[src/sv/tgc_pkg.sv]
// Package for the temperature gauge classifier: types, register codes and constants.
`timescale 1ns / 1ps
`default_nettype none

package tgc_pkg;

    // Field widths
    localparam int TEMP_W    = 8;
    localparam int SCALED_W  = 15;
    localparam int BAR_W     = 3;
    localparam int CFG_IDX_W = 4;
    localparam int NUM_BARS  = 6;

    // Register index codes
    localparam logic [CFG_IDX_W-1:0] REG_BAR_FIRST  = 4'd0;
    localparam logic [CFG_IDX_W-1:0] REG_BAR_SECOND = 4'd1;
    localparam logic [CFG_IDX_W-1:0] REG_BAR_THIRD  = 4'd2;
    localparam logic [CFG_IDX_W-1:0] REG_BAR_FOURTH = 4'd3;
    localparam logic [CFG_IDX_W-1:0] REG_BAR_FIFTH  = 4'd4;
    localparam logic [CFG_IDX_W-1:0] REG_BAR_SIXTH  = 4'd5;
    localparam logic [CFG_IDX_W-1:0] REG_WARN_ON    = 4'd6;
    localparam logic [CFG_IDX_W-1:0] REG_WARN_OFF   = 4'd7;

    // Register reset values
    localparam logic [TEMP_W-1:0] RST_BAR_FIRST  = 8'd20;
    localparam logic [TEMP_W-1:0] RST_BAR_SECOND = 8'd80;
    localparam logic [TEMP_W-1:0] RST_BAR_THIRD  = 8'd100;
    localparam logic [TEMP_W-1:0] RST_BAR_FOURTH = 8'd110;
    localparam logic [TEMP_W-1:0] RST_BAR_FIFTH  = 8'd120;
    localparam logic [TEMP_W-1:0] RST_BAR_SIXTH  = 8'd150;
    localparam logic [TEMP_W-1:0] RST_WARN_ON    = 8'd110;
    localparam logic [TEMP_W-1:0] RST_WARN_OFF   = 8'd100;

    // Dead-band and scaling constants
    localparam logic [TEMP_W-1:0] FAST_RISE_LEVEL = 8'd150;
    localparam logic [TEMP_W-1:0] WIDE_BAND_LEVEL = 8'd20;
    localparam logic [9:0]        KELVIN_OFFSET   = 10'd273;
    localparam int                SCALE_SHIFT     = 5;
    localparam logic [BAR_W-1:0]  BAR_MAX         = 3'd6;

    // Threshold set seen by the classifier
    typedef struct packed {
        logic [NUM_BARS-1:0][TEMP_W-1:0] bar_on;
        logic [TEMP_W-1:0]               warn_on;
        logic [TEMP_W-1:0]               warn_off;
    } t_cfg;

    // One result word
    typedef struct packed {
        logic [TEMP_W-1:0]   held_temperature;
        logic [SCALED_W-1:0] scaled_value;
        logic                warning;
        logic [BAR_W-1:0]    bar_level;
    } t_result;

endpackage

`default_nettype wire

[src/sv/tgc_cfg.sv]
// Configuration register file for the temperature gauge classifier.
`timescale 1ns / 1ps
`default_nettype none

module tgc_cfg (
    input  wire logic                          i_clk,
    input  wire logic                          i_rst_n,
    input  wire logic                          i_cfg_valid,
    input  wire logic [tgc_pkg::CFG_IDX_W-1:0] i_cfg_index,
    input  wire logic [tgc_pkg::TEMP_W-1:0]    i_cfg_data,
    output tgc_pkg::t_cfg                      o_cfg
);
    import tgc_pkg::*;

    t_cfg r_cfg;
    t_cfg n_cfg;

    // Write decode; unknown indexes are dropped
    always_comb begin
        n_cfg = r_cfg;
        if (i_cfg_valid) begin
            unique case (i_cfg_index)
                REG_BAR_FIRST:  n_cfg.bar_on[0] = i_cfg_data;
                REG_BAR_SECOND: n_cfg.bar_on[1] = i_cfg_data;
                REG_BAR_THIRD:  n_cfg.bar_on[2] = i_cfg_data;
                REG_BAR_FOURTH: n_cfg.bar_on[3] = i_cfg_data;
                REG_BAR_FIFTH:  n_cfg.bar_on[4] = i_cfg_data;
                REG_BAR_SIXTH:  n_cfg.bar_on[5] = i_cfg_data;
                REG_WARN_ON:    n_cfg.warn_on   = i_cfg_data;
                REG_WARN_OFF:   n_cfg.warn_off  = i_cfg_data;
                default:        n_cfg = r_cfg;
            endcase
        end
    end

    // Register storage
    always_ff @(posedge i_clk) begin
        if (!i_rst_n) begin
            r_cfg.bar_on[0] <= RST_BAR_FIRST;
            r_cfg.bar_on[1] <= RST_BAR_SECOND;
            r_cfg.bar_on[2] <= RST_BAR_THIRD;
            r_cfg.bar_on[3] <= RST_BAR_FOURTH;
            r_cfg.bar_on[4] <= RST_BAR_FIFTH;
            r_cfg.bar_on[5] <= RST_BAR_SIXTH;
            r_cfg.warn_on   <= RST_WARN_ON;
            r_cfg.warn_off  <= RST_WARN_OFF;
        end else begin
            r_cfg <= n_cfg;
        end
    end

    assign o_cfg = r_cfg;

endmodule

`default_nettype wire

[src/sv/tgc_core.sv]
// Dead-band, warning and bar hysteresis state with the per-word result logic.
`timescale 1ns / 1ps
`default_nettype none

module tgc_core (
    input  wire logic                       i_clk,
    input  wire logic                       i_rst_n,
    input  wire logic                       i_accept,
    input  wire logic [tgc_pkg::TEMP_W-1:0] i_temperature,
    input  wire logic                       i_open_circuit,
    input  wire tgc_pkg::t_cfg              i_cfg,
    output tgc_pkg::t_result                o_result
);
    import tgc_pkg::*;

    logic [TEMP_W-1:0] r_last_held;
    logic              r_warn;
    logic [BAR_W-1:0]  r_bar;

    logic [TEMP_W-1:0] n_last_held;
    logic              n_warn;
    logic [BAR_W-1:0]  n_bar;

    logic [1:0]        margin;
    logic [TEMP_W-1:0] diff_up;
    logic [TEMP_W-1:0] diff_dn;
    logic [BAR_W-1:0]  bar_next;
    logic              bar_hit;
    logic [9:0]        kelvin;

    // Dead-band hold
    always_comb begin
        margin      = (i_temperature > WIDE_BAND_LEVEL) ? 2'd1 : 2'd2;
        diff_up     = i_temperature - r_last_held;
        diff_dn     = r_last_held - i_temperature;
        n_last_held = r_last_held;
        if (i_temperature > r_last_held) begin
            if (diff_up > {6'd0, margin} || i_temperature >= FAST_RISE_LEVEL) begin
                n_last_held = i_temperature;
            end
        end else if (i_temperature < r_last_held) begin
            if (diff_dn > {6'd0, margin} || i_temperature == '0) begin
                n_last_held = i_temperature;
            end
        end
    end

    // Bar level: rising tests first, then falling, first hit wins
    always_comb begin
        bar_next = r_bar;
        bar_hit  = 1'b0;
        if (r_bar == 3'd1 && n_last_held < i_cfg.bar_on[0]) begin
            bar_next = '0;
            bar_hit  = 1'b1;
        end
        for (int k = 1; k < NUM_BARS; k++) begin
            if (!bar_hit && r_bar <= BAR_W'(k) && n_last_held >= i_cfg.bar_on[k-1]
                && n_last_held < i_cfg.bar_on[k]) begin
                bar_next = BAR_W'(k);
                bar_hit  = 1'b1;
            end
        end
        if (!bar_hit && r_bar <= BAR_MAX && n_last_held >= i_cfg.bar_on[NUM_BARS-1]) begin
            bar_next = BAR_MAX;
            bar_hit  = 1'b1;
        end
        if (!bar_hit && r_bar != '0 && n_last_held <= i_cfg.bar_on[0]) begin
            bar_next = '0;
            bar_hit  = 1'b1;
        end
        for (int k = 1; k < NUM_BARS; k++) begin
            if (!bar_hit && r_bar > BAR_W'(k) && n_last_held < i_cfg.bar_on[k]) begin
                bar_next = BAR_W'(k);
                bar_hit  = 1'b1;
            end
        end
    end

    // Warning and bar freeze on open circuit
    always_comb begin
        n_warn = r_warn;
        n_bar  = r_bar;
        if (!i_open_circuit) begin
            if (n_last_held >= i_cfg.warn_on) begin
                n_warn = 1'b1;
            end else if (n_last_held <= i_cfg.warn_off) begin
                n_warn = 1'b0;
            end
            n_bar = bar_next;
        end
    end

    // State update on each accepted word
    always_ff @(posedge i_clk) begin
        if (!i_rst_n) begin
            r_last_held <= '0;
            r_warn      <= 1'b0;
            r_bar       <= '0;
        end else if (i_accept) begin
            r_last_held <= n_last_held;
            r_warn      <= n_warn;
            r_bar       <= n_bar;
        end
    end

    // Result word
    assign kelvin                    = {2'd0, n_last_held} + KELVIN_OFFSET;
    assign o_result.held_temperature = n_last_held;
    assign o_result.scaled_value     = {kelvin, {SCALE_SHIFT{1'b0}}};
    assign o_result.warning          = n_warn;
    assign o_result.bar_level        = n_bar;

`ifndef SYNTH
    a_freeze: assert property (@(posedge i_clk) disable iff (!i_rst_n)
        (i_accept && i_open_circuit) |=> (r_warn == $past(r_warn) && r_bar == $past(r_bar)))
        else $error("warning or bar moved during open circuit");

    a_hold_idle: assert property (@(posedge i_clk) disable iff (!i_rst_n)
        !i_accept |=> ($stable(r_last_held) && $stable(r_warn) && $stable(r_bar)))
        else $error("state changed without an accepted word");

    a_bar_range: assert property (@(posedge i_clk) disable iff (!i_rst_n)
        r_bar <= BAR_MAX)
        else $error("bar level out of range");
`endif

endmodule

`default_nettype wire

[src/sv/temperature_gauge_classifier.sv]
// Top level of the temperature gauge classifier.
`timescale 1ns / 1ps
`default_nettype none

// Temperature gauge classifier. Each input word (temperature in degrees C plus an
// open-circuit flag) passes a dead-band, then sets a hysteretic warning flag, a
// 0..6 bar level and the value (held + 273) * 32. The block takes one word per
// clock unless the output stalls: the dead-band, threshold compares and scaling
// are one combinational pass from the state registers into the output register,
// so a result is ready in the cycle after its word is accepted. The output
// register frees as its word is taken, so input is accepted whenever the output
// is empty or being read. Configuration writes should only be made while idle.
module temperature_gauge_classifier (
    input  wire logic                          i_clk,
    input  wire logic                          i_rst_n,
    input  wire logic                          i_valid,
    output logic                               o_ready,
    input  wire logic [tgc_pkg::TEMP_W-1:0]    i_temperature,
    input  wire logic                          i_open_circuit,
    output logic                               o_valid,
    input  wire logic                          i_ready,
    output logic [tgc_pkg::TEMP_W-1:0]         o_held_temperature,
    output logic [tgc_pkg::SCALED_W-1:0]       o_scaled_value,
    output logic                               o_warning,
    output logic [tgc_pkg::BAR_W-1:0]          o_bar_level,
    input  wire logic                          i_cfg_valid,
    output logic                               o_cfg_ready,
    input  wire logic [tgc_pkg::CFG_IDX_W-1:0] i_cfg_index,
    input  wire logic [tgc_pkg::TEMP_W-1:0]    i_cfg_data
);
    import tgc_pkg::*;

    t_cfg    cfg;
    t_result result;
    t_result r_out;
    logic    r_out_valid;
    logic    in_accept;

    // Handshakes
    assign o_cfg_ready = 1'b1;
    assign o_ready     = !r_out_valid || i_ready;
    assign in_accept   = i_valid && o_ready;

    tgc_cfg u_cfg (
        .i_clk       (i_clk),
        .i_rst_n     (i_rst_n),
        .i_cfg_valid (i_cfg_valid),
        .i_cfg_index (i_cfg_index),
        .i_cfg_data  (i_cfg_data),
        .o_cfg       (cfg)
    );

    tgc_core u_core (
        .i_clk          (i_clk),
        .i_rst_n        (i_rst_n),
        .i_accept       (in_accept),
        .i_temperature  (i_temperature),
        .i_open_circuit (i_open_circuit),
        .i_cfg          (cfg),
        .o_result       (result)
    );

    // Output valid
    always_ff @(posedge i_clk) begin
        if (!i_rst_n) begin
            r_out_valid <= 1'b0;
        end else if (in_accept) begin
            r_out_valid <= 1'b1;
        end else if (i_ready) begin
            r_out_valid <= 1'b0;
        end
    end

    // Output word
    always_ff @(posedge i_clk) begin
        if (in_accept) begin
            r_out <= result;
        end
    end

    assign o_valid            = r_out_valid;
    assign o_held_temperature = r_out.held_temperature;
    assign o_scaled_value     = r_out.scaled_value;
    assign o_warning          = r_out.warning;
    assign o_bar_level        = r_out.bar_level;

endmodule

`default_nettype wire

[config.mk]
export PLATFORM = sky130hd
export DESIGN_NAME = temperature_gauge_classifier
export DESIGN_NICKNAME = d
export VERILOG_FILES = /design/src/sv/tgc_pkg.sv /design/src/sv/tgc_cfg.sv /design/src/sv/tgc_core.sv /design/src/sv/temperature_gauge_classifier.sv
export SDC_FILE = /design/constraint.sdc
export NUM_CORES = 1
export LEC_CHECK = 0
export ABC_AREA = 1
export BUFFER_PORTS_ARGS = -buffer_cell sky130_fd_sc_hd__buf_2
export CORE_AREA = 10 10 147 135
export CTS_CLUSTER_SIZE = 24
export DETAILED_ROUTE_END_ITERATION = 6
export DIE_AREA = 0 0 157 145
export PLACE_DENSITY = 0.57
export SLEW_MARGIN = 40
export SYNTH_ARGS = -nofsm -noshare
export SYNTH_HDL_FRONTEND = slang
export SYNTH_SLANG_ARGS = --single-unit
[constraint.sdc]
create_clock -name i_clk -period 6 [get_ports i_clk]
set_input_delay 1.2 -clock i_clk [delete_from_list [all_inputs] [get_ports i_clk]]
set_output_delay 1.2 -clock i_clk [all_outputs]
set_load 0.01 [all_outputs]
# After elaboration in Yosys (flattened, before gate mapping)
# Index checks and enable logic that the tools add are counted.
[word_totals]
ramBits = 0
inputBits = 26
latchBits = 0
mem_count = 0
elab_cells = 154
romBits = 0
out_inout_bits = 30
reg_bits = 99
[op_classes]
mul = 0
n_addsub = 3
n_shift = 0
bitwise_logic = 0
n_mux = 36
order_cmp = 32
n_reduce_logical = 59
div_mod_pow = 0
eq_ne = 8
[op_table]
columns = ["cell", "count"]
rows = [
  ["$ge 8x8->1", 7],
  ["$lt 8x8->1", 7],
  ["$mux 3", 14],
  ["$mux 8", 4],
  ["$logic_and 1x1->1", 31],
  ["$mux 1", 17],
  ["$eq 4x3->1 const B", 4],
  ["$gt 8x2->1", 2],
  ["$le 8x8->1", 2],
  ["$reduce_and 2->1", 8],
  ["$sub 8x8->8", 2],
  ["$logic_not 1->1", 13],
  ["$add 8x9->10 const B", 1],
  ["$le 3x3->1 const B", 3],
  ["$eq 4x2->1 const B", 2],
  ["$ge 8x8->1 const B", 1],
  ["$gt 8x5->1 const B", 1],
  ["$gt 8x8->1", 1],
  ["$logic_not 8->1", 1],
  ["$gt 3x2->1 const B", 2],
  ["$gt 3x3->1 const B", 2],
  ["$le 3x2->1 const B", 2],
  ["$eq 4x1->1 const B", 1],
  ["$logic_not 4->1", 1],
  ["other kinds (7)", 9],
]

# Logic depth before layout (Yosys ltp)
# Gate-level depths: netlist of the first run.
[logic_depth]
word_depth = 64
mapped_depth = 39
mapped_depth_nobuf = 38

# By module
# A second synthesis of the first run with hierarchy kept.
[unflattened]
cells_unflattened = 1054
hier_area_um2 = 7465.9
[by_module_without_submodules]
columns = ["module", "area_each_um2", "n_inst", "seq_area_each_um2", "cells_each"]
rows = [
  ["tgc_core", 4036.4, 1, 240.2, 660],
  ["tgc_cfg", 2556.2, 1, 1281.2, 358],
  ["temperature_gauge_classifier", 873.3, 1, 830.8, 36],
]

# Least setup slack after synthesis of the first run
# No wires, ideal clock.
[synth_path]
kind = "input-to-reg"
startpoint = "input port i_temperature[0] (netlist name)"
endpoint = "register r_out, in the netlist o_bar_level[1] (data pin)"
arrival_time_ns = 4.812
required_ns = 5.745
cell_stages = 27
n_path_buf = 0
setup_ns = 0.255
setup_slack_ns = 0.934
cell_sequence = "inv_1 > ha_1 > fa_1 > nor2_1 > nor2_2 > o21bai_2 > or2_1 > nand3_2 > nor2_8 > nand2_4 > a21oi_1 > o21ai_1 > nand2_1 > ha_1 > a21o_1 > nor2_1 > o211ai_1 > nand2_1 > nand2_1 > nor2_1 > nand4_1 > nor2_1 > nand3_1 > nor2_1 > o21ai_0 > nand3_1 > nand2_1"
[synth_rtl]
columns = ["element", "line", "text"]
rows = [
  ["start: declaration", "temperature_gauge_classifier.sv:18", "input wire logic [tgc_pkg::TEMP_W-1:0] i_temperature,"],
  ["end signal: assignment", "temperature_gauge_classifier.sv:77", "r_out <= result;"],
  ["end: declaration", "temperature_gauge_classifier.sv:35", "t_result r_out;"],
]

==> summary.md, run 1 <==
| Metric | Value |
|---|---|
| Status | finished clean |
| Mapped Area | 6750 sq um |
| Crit start category | input pin |
| CTS root buf | clkbuf_16 |
| Power Dens Cells | 295 nW/um^2 |
| Fin util | 44.9% |
| Worst setup EP type | flip-flop |
| DIE WIDTH | 157 um |
| CTS buffer count | 9 |
| Met3 Track Usage GR | 3.45% |
| CP max FO | 9 |
| Final slew viol count | 0 |
| Longest Clk Path Bufs | 2 |
| Per-cell routed wire length | 15.2 um |
| RSZ-0062 raised after global routing | false |
| First-pass GRT wire length | 28.8 mm |
| Max-Cap Viols | 0 |
| Crit path max-delay family | simple AND/OR/NAND/NOR gates |
| Asr flop ratio synth | 0% |
| FF+latch area | 2200 sq um |
| Synth warn | 0 |
| Worst path slowest cell | fa_1 |
| Die ar. | 22800 sq um |
| Synthesized area per cell | 7.37 sq um |
| Overflow left after global routing | 0 |
| Worst IR Drop VDD | 0.182 mV |
| CP bufs+invs | 2 |
| # clock sinks | 99 |
| CP required | 6.12 ns |
| Diodes inserted | 0 |
| CTS tree | yes |
| Crit path DAT | 5.51 ns |
| Initial Util | 40.4% |
| Fraction of layout cells with a size suffix above 1 | 12.3% |
| Slew @ Worst Pin | 0.834 ns |
| Core ar. | 16700 sq um |
| Fillers | 1720 |
| Cells after Synth | 916 |
| Clock-pin transition on the worst setup and hold timing paths | 0.07 ns |
| Crit path time final | 5.38 ns |
| GRT busiest layer | met2 |
| Post-Route WL | 17.9 mm |
| PortBufs | 49 |
| Antenna viol nets, final | 0 |
| Initial antenna violation count | 0 |
| Placer Congestion | 0.952 |
| Drt pass-1 iters | 5 |
| HP Class | flip-flop to flip-flop |
| Max incr delay on CP | 0.42 ns |
| Final net count | 1069 |
| Fin. Hold Viols | 0 |
| Die Ht | 145 um |
| Vias | 5756 |
| Number of synthesized flops with an enable pin | 22 |
| Vias in the first global route | 5379 |
| Area of the multi-input gates | 3810 sq um |
| Endpoints failing setup | 0 |
| F_max | 0.186 GHz |
| Clock skew | 0.00616 ns |
| Initial DRC count | 347 |
| Total Routing Usage GR | 15.8% |
| Final Cycle Share | 89.7% |
| CP most frequent cell | nand2_1 |
| Largest net degree at the start of global routing | 60 |
| TNS Setup | 0 ns |
| Cell variety after synth | 46 |
| Main synth FF type | dfxtp_1 |
| Worst-Skew Late Latency | 0.36 ns |
| Vias per cell | 4.89 |
| Htree depth | 3 |
| # IOs | 56 |
| Num rows | 45 |
| Crit path kind | input pin to flip-flop |
| DRC | 0 |
| Synthesized flop and latch total | 99 |
| Post-DP HPWL | 13.1 mm |
| Leak | 0.00381 uW |
| M2 GR Usage | 23.8% |
| Cts hold-fix bufs | 0 |
| Relative slew slack | 44.2% |
| Met1 usage | 22.0% |
| Synth-to-Final Area Change | 11.1% |
| Sequential fraction of the synthesis area | 32.6% |
[cell usage in the layout, fill, tap and decap left out, types with 6 or more instances in the layout]
master     instances
nand3_2            7
nor2_2             6
nand4_1           13
buf_2             49
nand2_4            6
inv_2              8
inv_1            155
nand2_2            7
edfxtp_1          22
clkbuf_16          9
nand3_1           42
a21oi_1           79
o21ai_1            7
nor2_1            77
dfxtp_1           77
nand2_1          164
buf_4              6
ha_1              80
o211ai_1          24
xor2_1            11
o21ai_0           66
conb_1             6
[stage by stage]
step / hold WS (ns) / cells / instance area, sq um / worst slack (ns) / power [uW]
floorplan: 0.435 / 920 / 6770 / 0.934 / 1380
global placement: 0.452 / 1161 / 7180 / 0.179 / 1600
detailed placement: 0.454 / 1161 / 7180 / 0.155 / 1600
CTS: 0.465 / 1177 / 7490 / 0.482 / 2220
global route: 0.484 / 1177 / 7500 / 0.0643 / 2370
finish: 0.462 / 1177 / 7500 / 0.616 / 2210
[where the power goes]
part | total (uW) | internal [uW] | switching [uW]
Clock | 617 | 330 | 287
Combinational | 831 | 287 | 544
Sequential | 762 | 741 | 21.2
Total | 2210 | 1360 | 852
[per-layer routing]
layer | vias to the layer above | part of all wire (%)
li1 | 3080 | -
met1 | 2539 | 50
met2 | 121 | 43
met3 | 16 | 5.4
met4 | 0 | 1.3
met5 | - | 0
[final timing paths]
check                        start             end  slack [ns]  cells past startpoint
max               i_temperature[0]  o_bar_level[0]        0.62                     27
min                 u_cfg.o_cfg[3]  u_cfg.o_cfg[3]        0.46                      2
max reg2reg  u_core.r_last_held[0]  o_bar_level[0]        1.12                     33
min reg2reg         u_cfg.o_cfg[3]  u_cfg.o_cfg[3]        0.46                      2
[synth_stat cells (2+ instances only)]
cell type / instances / share of area (%)
nor3_1: 2 / 0.15
o21ai_2: 3 / 0.39
nand2_1: 165 / 9.2
inv_2: 7 / 0.39
clkbuf_1: 13 / 0.72
buf_4: 7 / 0.78
a21oi_1: 79 / 5.9
fa_1: 2 / 0.59
conb_1: 2 / 0.11
edfxtp_1: 22 / 9.8
buf_6: 2 / 0.33
a21oi_2: 3 / 0.39
xor2_1: 11 / 1.4
nand2_2: 6 / 0.56
a21o_1: 5 / 0.56
nor2_2: 5 / 0.46
buf_2: 2 / 0.15
o21ai_1: 7 / 0.52
ha_1: 80 / 15
inv_1: 157 / 8.7
xnor2_1: 2 / 0.26
nand4_1: 13 / 1.2
o21bai_1: 5 / 0.56
nor2_1: 78 / 4.3
dfxtp_1: 77 / 23
o21ai_0: 66 / 4.9
nand2_4: 6 / 1.0
nand3_1: 42 / 3.1
o211ai_1: 24 / 2.7
nand3_2: 7 / 1.0
[layout make-up]
class	instances	share of cell area, %
Timing Repair Buffer	55	3.87
Multi-Input combinational cell	631	50.8
Tap cell	211	3.52
Sequential cell	99	29.4
Clock buffer	9	3.00
Clock inverter	7	1.10
Inverter	165	8.31
[flip-flops by register name, summed over array words and instances (netlist names)]
signal	count
o_scaled_value	10
o_warning	1
u_core.r_bar	3
u_core.r_last_held	8
u_cfg.o_cfg	64
o_held_temperature	8
u_core.r_warn	1
o_valid	1
o_bar_level	3
[worst reg2reg max path, delay by kind of cell, from the launching register on]
kind | cells | cell delay [ns]
buffers and inverters | 3 | 0.40
flip-flops | 1 | 0.34
adder cells (fa/ha/maj) | 3 | 1.00
XOR/XNOR | 1 | 0.17
AO/OA/AOI/OAI | 3 | 0.31
AND/OR/NAND/NOR | 23 | 2.38
[repair_timing]
action / CTS / global route
setup buffers: 0 / 0
setup endpoints to repair: 0 / 3
gates resized for setup: 0 / 2
[logic make-up after synthesis]
group                    share of synthesized area [%]
AO/OA/AOI/OAI                                     16.9
other                                            0.111
flip-flops                                        32.6
AND/OR/NAND/NOR                                   22.1
XOR/XNOR                                          1.69
buffers and inverters                             11.2
adder cells (fa/ha/maj)                           15.4
Power figures use the tool's default switching activity.
==> run 2, diff against run 1 <==
--- a/config.mk
+++ b/config.mk
@@ -7,11 +7,11 @@
 export LEC_CHECK = 0
 export ABC_AREA = 1
 export BUFFER_PORTS_ARGS = -buffer_cell sky130_fd_sc_hd__buf_2
-export CORE_AREA = 10 10 147 135
+export CORE_AREA = 10 10 119 110
 export CTS_CLUSTER_SIZE = 24
 export DETAILED_ROUTE_END_ITERATION = 6
-export DIE_AREA = 0 0 157 145
-export PLACE_DENSITY = 0.57
+export DIE_AREA = 0 0 129 120
+export PLACE_DENSITY = 0.83
 export SLEW_MARGIN = 40
 export SYNTH_ARGS = -nofsm -noshare
 export SYNTH_HDL_FRONTEND = slang
==> constraint.sdc (replaced) <==
create_clock -name i_clk -period 6.4 [get_ports i_clk]
set_input_delay 1.28 -clock i_clk [delete_from_list [all_inputs] [get_ports i_clk]]
set_output_delay 1.28 -clock i_clk [all_outputs]
set_load 0.01 [all_outputs]
==> run 2 against run 1 <==
  * Sequential share of layout area grew 0.69 points
  * Clock-buffer cell count increased by 1
  * Global-route usage increased by 5.6 points
  * Die area down 32%
  * Register-to-register slack improved by 0.11 ns
  * Design area down 2.3%
  * Power shrank 9.0%
  * Wire length shrank 8.7%
  * Flip-flop and latch count unchanged
  * Clock power is 14% lower
  * Core utilization increased by 24 points
  * First-iteration DRC count rose by 45%
  * Critical endpoint is now o_bar_level[1]
==> summary.md, run 2 (synthesis results as in run 1) <==
| Metric | Value |
|---|---|
| Status | finished clean |
| Final Cycle Share | 91.2% |
| Total power | 2010 uW |
| Diodes inserted | 0 |
| Commonest non-fill, non-tap cell in the layout | nand2_1 |
| Clock skew | 0.00722 ns |
| Largest net degree at the start of global routing | 60 |
| Combinational share of power | 38.0% |
| Pint | 1260 uW |
| Worst-Skew Late Latency | 0.35 ns |
| Power Dens Cells | 274 nW/um^2 |
| Max-Cap Viols | 0 |
| CTS buffer count | 9 |
| Cts hold-fix bufs | 0 |
| Most frequent cells in the layout | 165 x nand2_1, 156 x inv_1, 80 x ha_1 |
| Vias in the first global route | 5550 |
| Sw Share | 37.5% |
| Final net count | 1063 |
| CP required | 6.50 ns |
| Die ar. | 15500 sq um |
| Num rows | 36 |
| CTS resizes | 0 |
| CTS root buf | clkbuf_16 |
| Placer Congestion | 0.944 |
| DRC | 0 |
| Initial DRC count | 503 |
| Antenna viol nets, final | 0 |
| Final slew viol count | 0 |
| DIE WIDTH | 129 um |
| Post-Route WL | 16.3 mm |
| Synth-to-Final Area Change | 8.50% |
| Met3 Track Usage GR | 4.27% |
| Longest Clk Path Bufs | 2 |
| Register share of total power | 35.5% |
| Clock-pin transition on the worst setup and hold timing paths | 0.07 ns |
| Post-route insts no fill | 1092 |
| Worst setup EP type | flip-flop |
| Fillers | 915 |
| Post-DP HPWL | 11.7 mm |
| Overflow left after global routing | 0 |
| First-pass GRT wire length | 27.0 mm |
| Number of flip-flops in the largest register | 64 |
| Leak | 0.00378 uW |
| Total Routing Usage GR | 21.4% |
| # IOs | 56 |
| Initial antenna violation count | 0 |
| CP max FO | 13 |
| Die Ht | 120 um |
| Met1 usage | 28.6% |
| Core ar. | 10600 sq um |
| M2 GR Usage | 34.7% |
| Vias per cell | 5.50 |
| TNS Setup | 0 ns |
| Htree depth | 3 |
| Initial Util | 63.5% |
| HP Class | flip-flop to flip-flop |
| GRT busiest layer | met2 |
| Hold_ws | 0.459 ns |
| CTS tree | yes |
| Worst IR Drop VDD | 0.202 mV |
| Crit path DAT | 5.94 ns |
| RSZ-0062 raised after global routing | false |
| Drt pass-1 iters | 7 |
| Net load switching power | 754 uW |
| Relative slew slack | 48.8% |
| # clock sinks | 99 |
| Inst Count DP | 1077 |
| Slew @ Worst Pin | 0.765 ns |
| Per-cell routed wire length | 14.9 um |
| Crit path kind | input pin to flip-flop |
| Clock power frac | 26.4% |
| Fraction of layout cells with a size suffix above 1 | 11.4% |
| Endpoints failing setup | 0 |
| Crit path time final | 5.84 ns |
| Crit start category | input pin |
| Fin. Hold Viols | 0 |
| Vias | 6008 |
| PortBufs | 49 |
| F_max | 0.171 GHz |
| Post-CTS Setup Bufs | 0 |
## run 2: through the flow
stage | setup slack [ns] | utilization [%] | instance area [sq um]
floorplan | 1.25 | - | 6770
global placement | 0.471 | 66.2 | 7040
detailed placement | 0.400 | 66.3 | 7040
CTS | 0.696 | 68.9 | 7330
global route | 0.222 | 68.9 | 7330
finish | 0.560 | 68.9 | 7330
## run 2: final cells by class
type                            count  area [sq um]  share of cell area (%)
Multi-Input combinational cell    631          3810                    52.0
Sequential cell                    99          2200                    30.0
Inverter                          165           619                    8.45
Timing Repair Buffer               49           248                    3.38
Clock buffer                       10           230                    3.14
Tap cell                          133           166                    2.27
Clock inverter                      5          53.8                   0.734
## run 2: power by group through the flow
stage          Clock, uW  Combinational [uW]  Sequential (uW)
2_1_floorplan          0                 556              737
3_3_place_gp           0                 735              727
3_5_place_dp           0                 750              728
4_1_cts              540                 757              714
5_1_grt              558                 871              719
6_report             531                 765              714
## run 2: worst paths after layout
check	slack (ns)	cells after the start	startpoint	endpoint
setup / recovery	0.56	27	i_temperature[0]	o_bar_level[1]
hold / removal	0.46	2	u_cfg.o_cfg[59]	u_cfg.o_cfg[59]
setup reg to reg	1.23	28	u_core.r_last_held[0]	o_bar_level[1]
hold reg to reg	0.46	2	u_cfg.o_cfg[59]	u_cfg.o_cfg[59]
## run 2: metal layers
metal,vias up,part of all wire (%),wire length [um]
met4,0,1.1,183
li1,3059,-,-
met5,-,0,0
met2,175,44,7180
met1,2754,48,7750
met3,20,7.3,1190
## run 2: worst max-delay path: stages
cell     delay (ns)
buf_2          0.10
inv_1          0.08
ha_1           0.24
fa_1           0.41
nor2_1         0.18
nor2_2         0.07
xor2_1         0.16
nand3_1        0.14
a21oi_4        0.26
nand2_4        0.14
a21oi_1        0.16
o21ai_1        0.08
nand2_1        0.47
ha_1           0.38
a21o_1         0.19
nor2_1         0.23
nand3_1        0.14
nand2_1        0.11
nand2_1        0.07
nor2_1         0.22
nand4_1        0.18
nor2_1         0.17
nand3_1        0.08
nor2_1         0.12
o21ai_0        0.10
nand3_1        0.10
nand2_1        0.06
==> run 3, diff against run 2 <==
--- a/config.mk
+++ b/config.mk
@@ -7,10 +7,10 @@
 export LEC_CHECK = 0
 export ABC_AREA = 1
 export BUFFER_PORTS_ARGS = -buffer_cell sky130_fd_sc_hd__buf_2
-export CORE_AREA = 10 10 119 110
+export CORE_AREA = 3 3 112 103
 export CTS_CLUSTER_SIZE = 24
 export DETAILED_ROUTE_END_ITERATION = 6
-export DIE_AREA = 0 0 129 120
+export DIE_AREA = 0 0 115 106
 export PLACE_DENSITY = 0.83
 export SLEW_MARGIN = 40
 export SYNTH_ARGS = -nofsm -noshare
==> run 3 against run 2 <==
  * Via count grew 1.2%
  * Sequential power is essentially flat
  * Clock-buffer cell count grew 3
  * Worst setup slack gained 0.17 ns
  * Wire length shrank 0.52%
  * Register-to-register slack gained 0.23 ns
  * Power grew 2.5%
  * Clock skew shrank 0.0014 ns
  * Die area shrank 21%
  * Design area grew 0.63%
==> summary.md, run 3 (synthesis results as in run 1) <==
| Metric | Value |
|---|---|
| # clock sinks | 99 |
| Slew @ Worst Pin | 0.823 ns |
| # IOs | 56 |
| Most frequent cells in the layout | 165 x nand2_1, 156 x inv_1, 80 x ha_1 |
| Relative slew slack | 44.9% |
| GRT busiest layer | met2 |
| Final slew viol count | 0 |
| Fraction of layout cells with a size suffix above 1 | 11.5% |
| Crit path time final | 5.67 ns |
| CP startpoint | i_temperature[0] |
| Power Dens Cells | 279 nW/um^2 |
| PortBufs | 49 |
| Worst setup EP type | flip-flop |
| Vias in the first global route | 5675 |
| Antenna viol nets, final | 0 |
| Leak | 0.00380 uW |
| Hold path start | u_cfg.o_cfg[26] |
| Largest net degree at the start of global routing | 60 |
| Drt pass-1 iters | 5 |
| Final Cycle Share | 88.6% |
| CP most frequent cell | nand2_1 |
| TNS Setup | 0 ns |
| Num rows | 35 |
| Commonest non-fill, non-tap cell in the layout | nand2_1 |
| Met1 usage | 38.2% |
| First-pass GRT wire length | 26.9 mm |
| CTS tree | yes |
| Post-CTS Setup Bufs | 0 |
| Cts hold-fix bufs | 0 |
| Vias per cell | 5.57 |
| Die Ht | 106 um |
| Per-cell routed wire length | 14.9 um |
| Max incr delay on CP | 0.41 ns |
| CTS resizes | 0 |
| Diodes inserted | 0 |
| Post-DP HPWL | 11.7 mm |
| Clock-pin transition on the worst setup and hold timing paths | 0.07 ns |
| Initial antenna violation count | 0 |
| Crit start category | input pin |
| Placer Congestion | 0.981 |
| Crit path kind | input pin to flip-flop |
| Max-Cap Viols | 0 |
| Inst Count DP | 1076 |
| Worst-Skew Late Latency | 0.34 ns |
| Fin. Hold Viols | 0 |
| M2 GR Usage | 43.1% |
| F_max | 0.176 GHz |
| Crit path DAT | 5.91 ns |
| Longest Clk Path Bufs | 2 |
| Worst reg2reg path startpoint | u_core.r_last_held[0] |
| CTS buffer count | 9 |
| Initial Util | 65.4% |
| CTS root buf | clkbuf_16 |
| Status | finished clean |
| Vias | 6082 |
| Post-Route WL | 16.2 mm |
| Die ar. | 12200 sq um |
| RSZ-0062 raised after global routing | false |
| Total Routing Usage GR | 27.2% |
| Synth-to-Final Area Change | 9.19% |
| Initial DRC count | 491 |
| DRC | 0 |
| Post-route insts no fill | 1092 |
| Met3 Track Usage GR | 5.63% |
| Final net count | 1066 |
| Worst path slowest cell | fa_1 |
| CP required | 6.64 ns |
| Htree depth | 3 |
| Clock skew | 0.00578 ns |
| Worst IR Drop VDD | 0.174 mV |
| DIE WIDTH | 115 um |
| Number of flip-flops in the largest register | 64 |
| CP max FO | 9 |
| Endpoints failing setup | 0 |
| Overflow left after global routing | 0 |
| Core ar. | 10300 sq um |
| HP Class | flip-flop to flip-flop |
[run 3: critical path, delay by kind of cell]
kind	cells	cell delay [ns]
AND/OR/NAND/NOR	17	2.34
XOR/XNOR	1	0.14
AO/OA/AOI/OAI	5	0.79
buffers and inverters	4	0.46
adder cells (fa/ha/maj)	3	0.90
[run 3: final cells by class]
| class | instances | area (sq um) |
|---|---|---|
| multi-input cells | 631 | 3810 |
| fillers | 822 | 2960 |
| flip-flops and latches | 99 | 2200 |
| inverters | 165 | 619 |
| clock buffers | 13 | 272 |
| repair buffers | 52 | 268 |
| well taps | 129 | 161 |
| clock inverters | 3 | 43.8 |
[run 3: path summary, 6_finish.rpt]
path                                        end  slack [ns]  cells after the start
worst min register to register  u_cfg.o_cfg[26]        0.46                      2
worst min-delay path            u_cfg.o_cfg[26]        0.46                      2
worst max register to register  u_core.r_bar[0]        1.46                     30
worst max-delay path            u_core.r_bar[0]        0.73                     30
[run 3: routing by layer]
layer | wire (um) | part of all wire [%]
met5 | 0 | 0
met1 | 7490 | 46
met2 | 7210 | 44
met3 | 1340 | 8.3
met4 | 178 | 1.1
[run 3: report_power, final]
part	internal (uW)	switching (uW)
registers	695	18.9
clock network	339	234
logic	264	509
[run 3: stage by stage]
stage	utilization (%)	power, uW	instance area [sq um]	setup slack [ns]	hold WS [ns]
global route	71.4	2200	7370	0.156	0.484
detailed placement	68.3	1480	7060	0.468	0.454
floorplan	-	1290	6770	1.25	0.435
global placement	68.3	1470	7060	0.540	0.450
CTS	71.4	2050	7370	0.798	0.464
finish	71.4	2060	7370	0.727	0.463
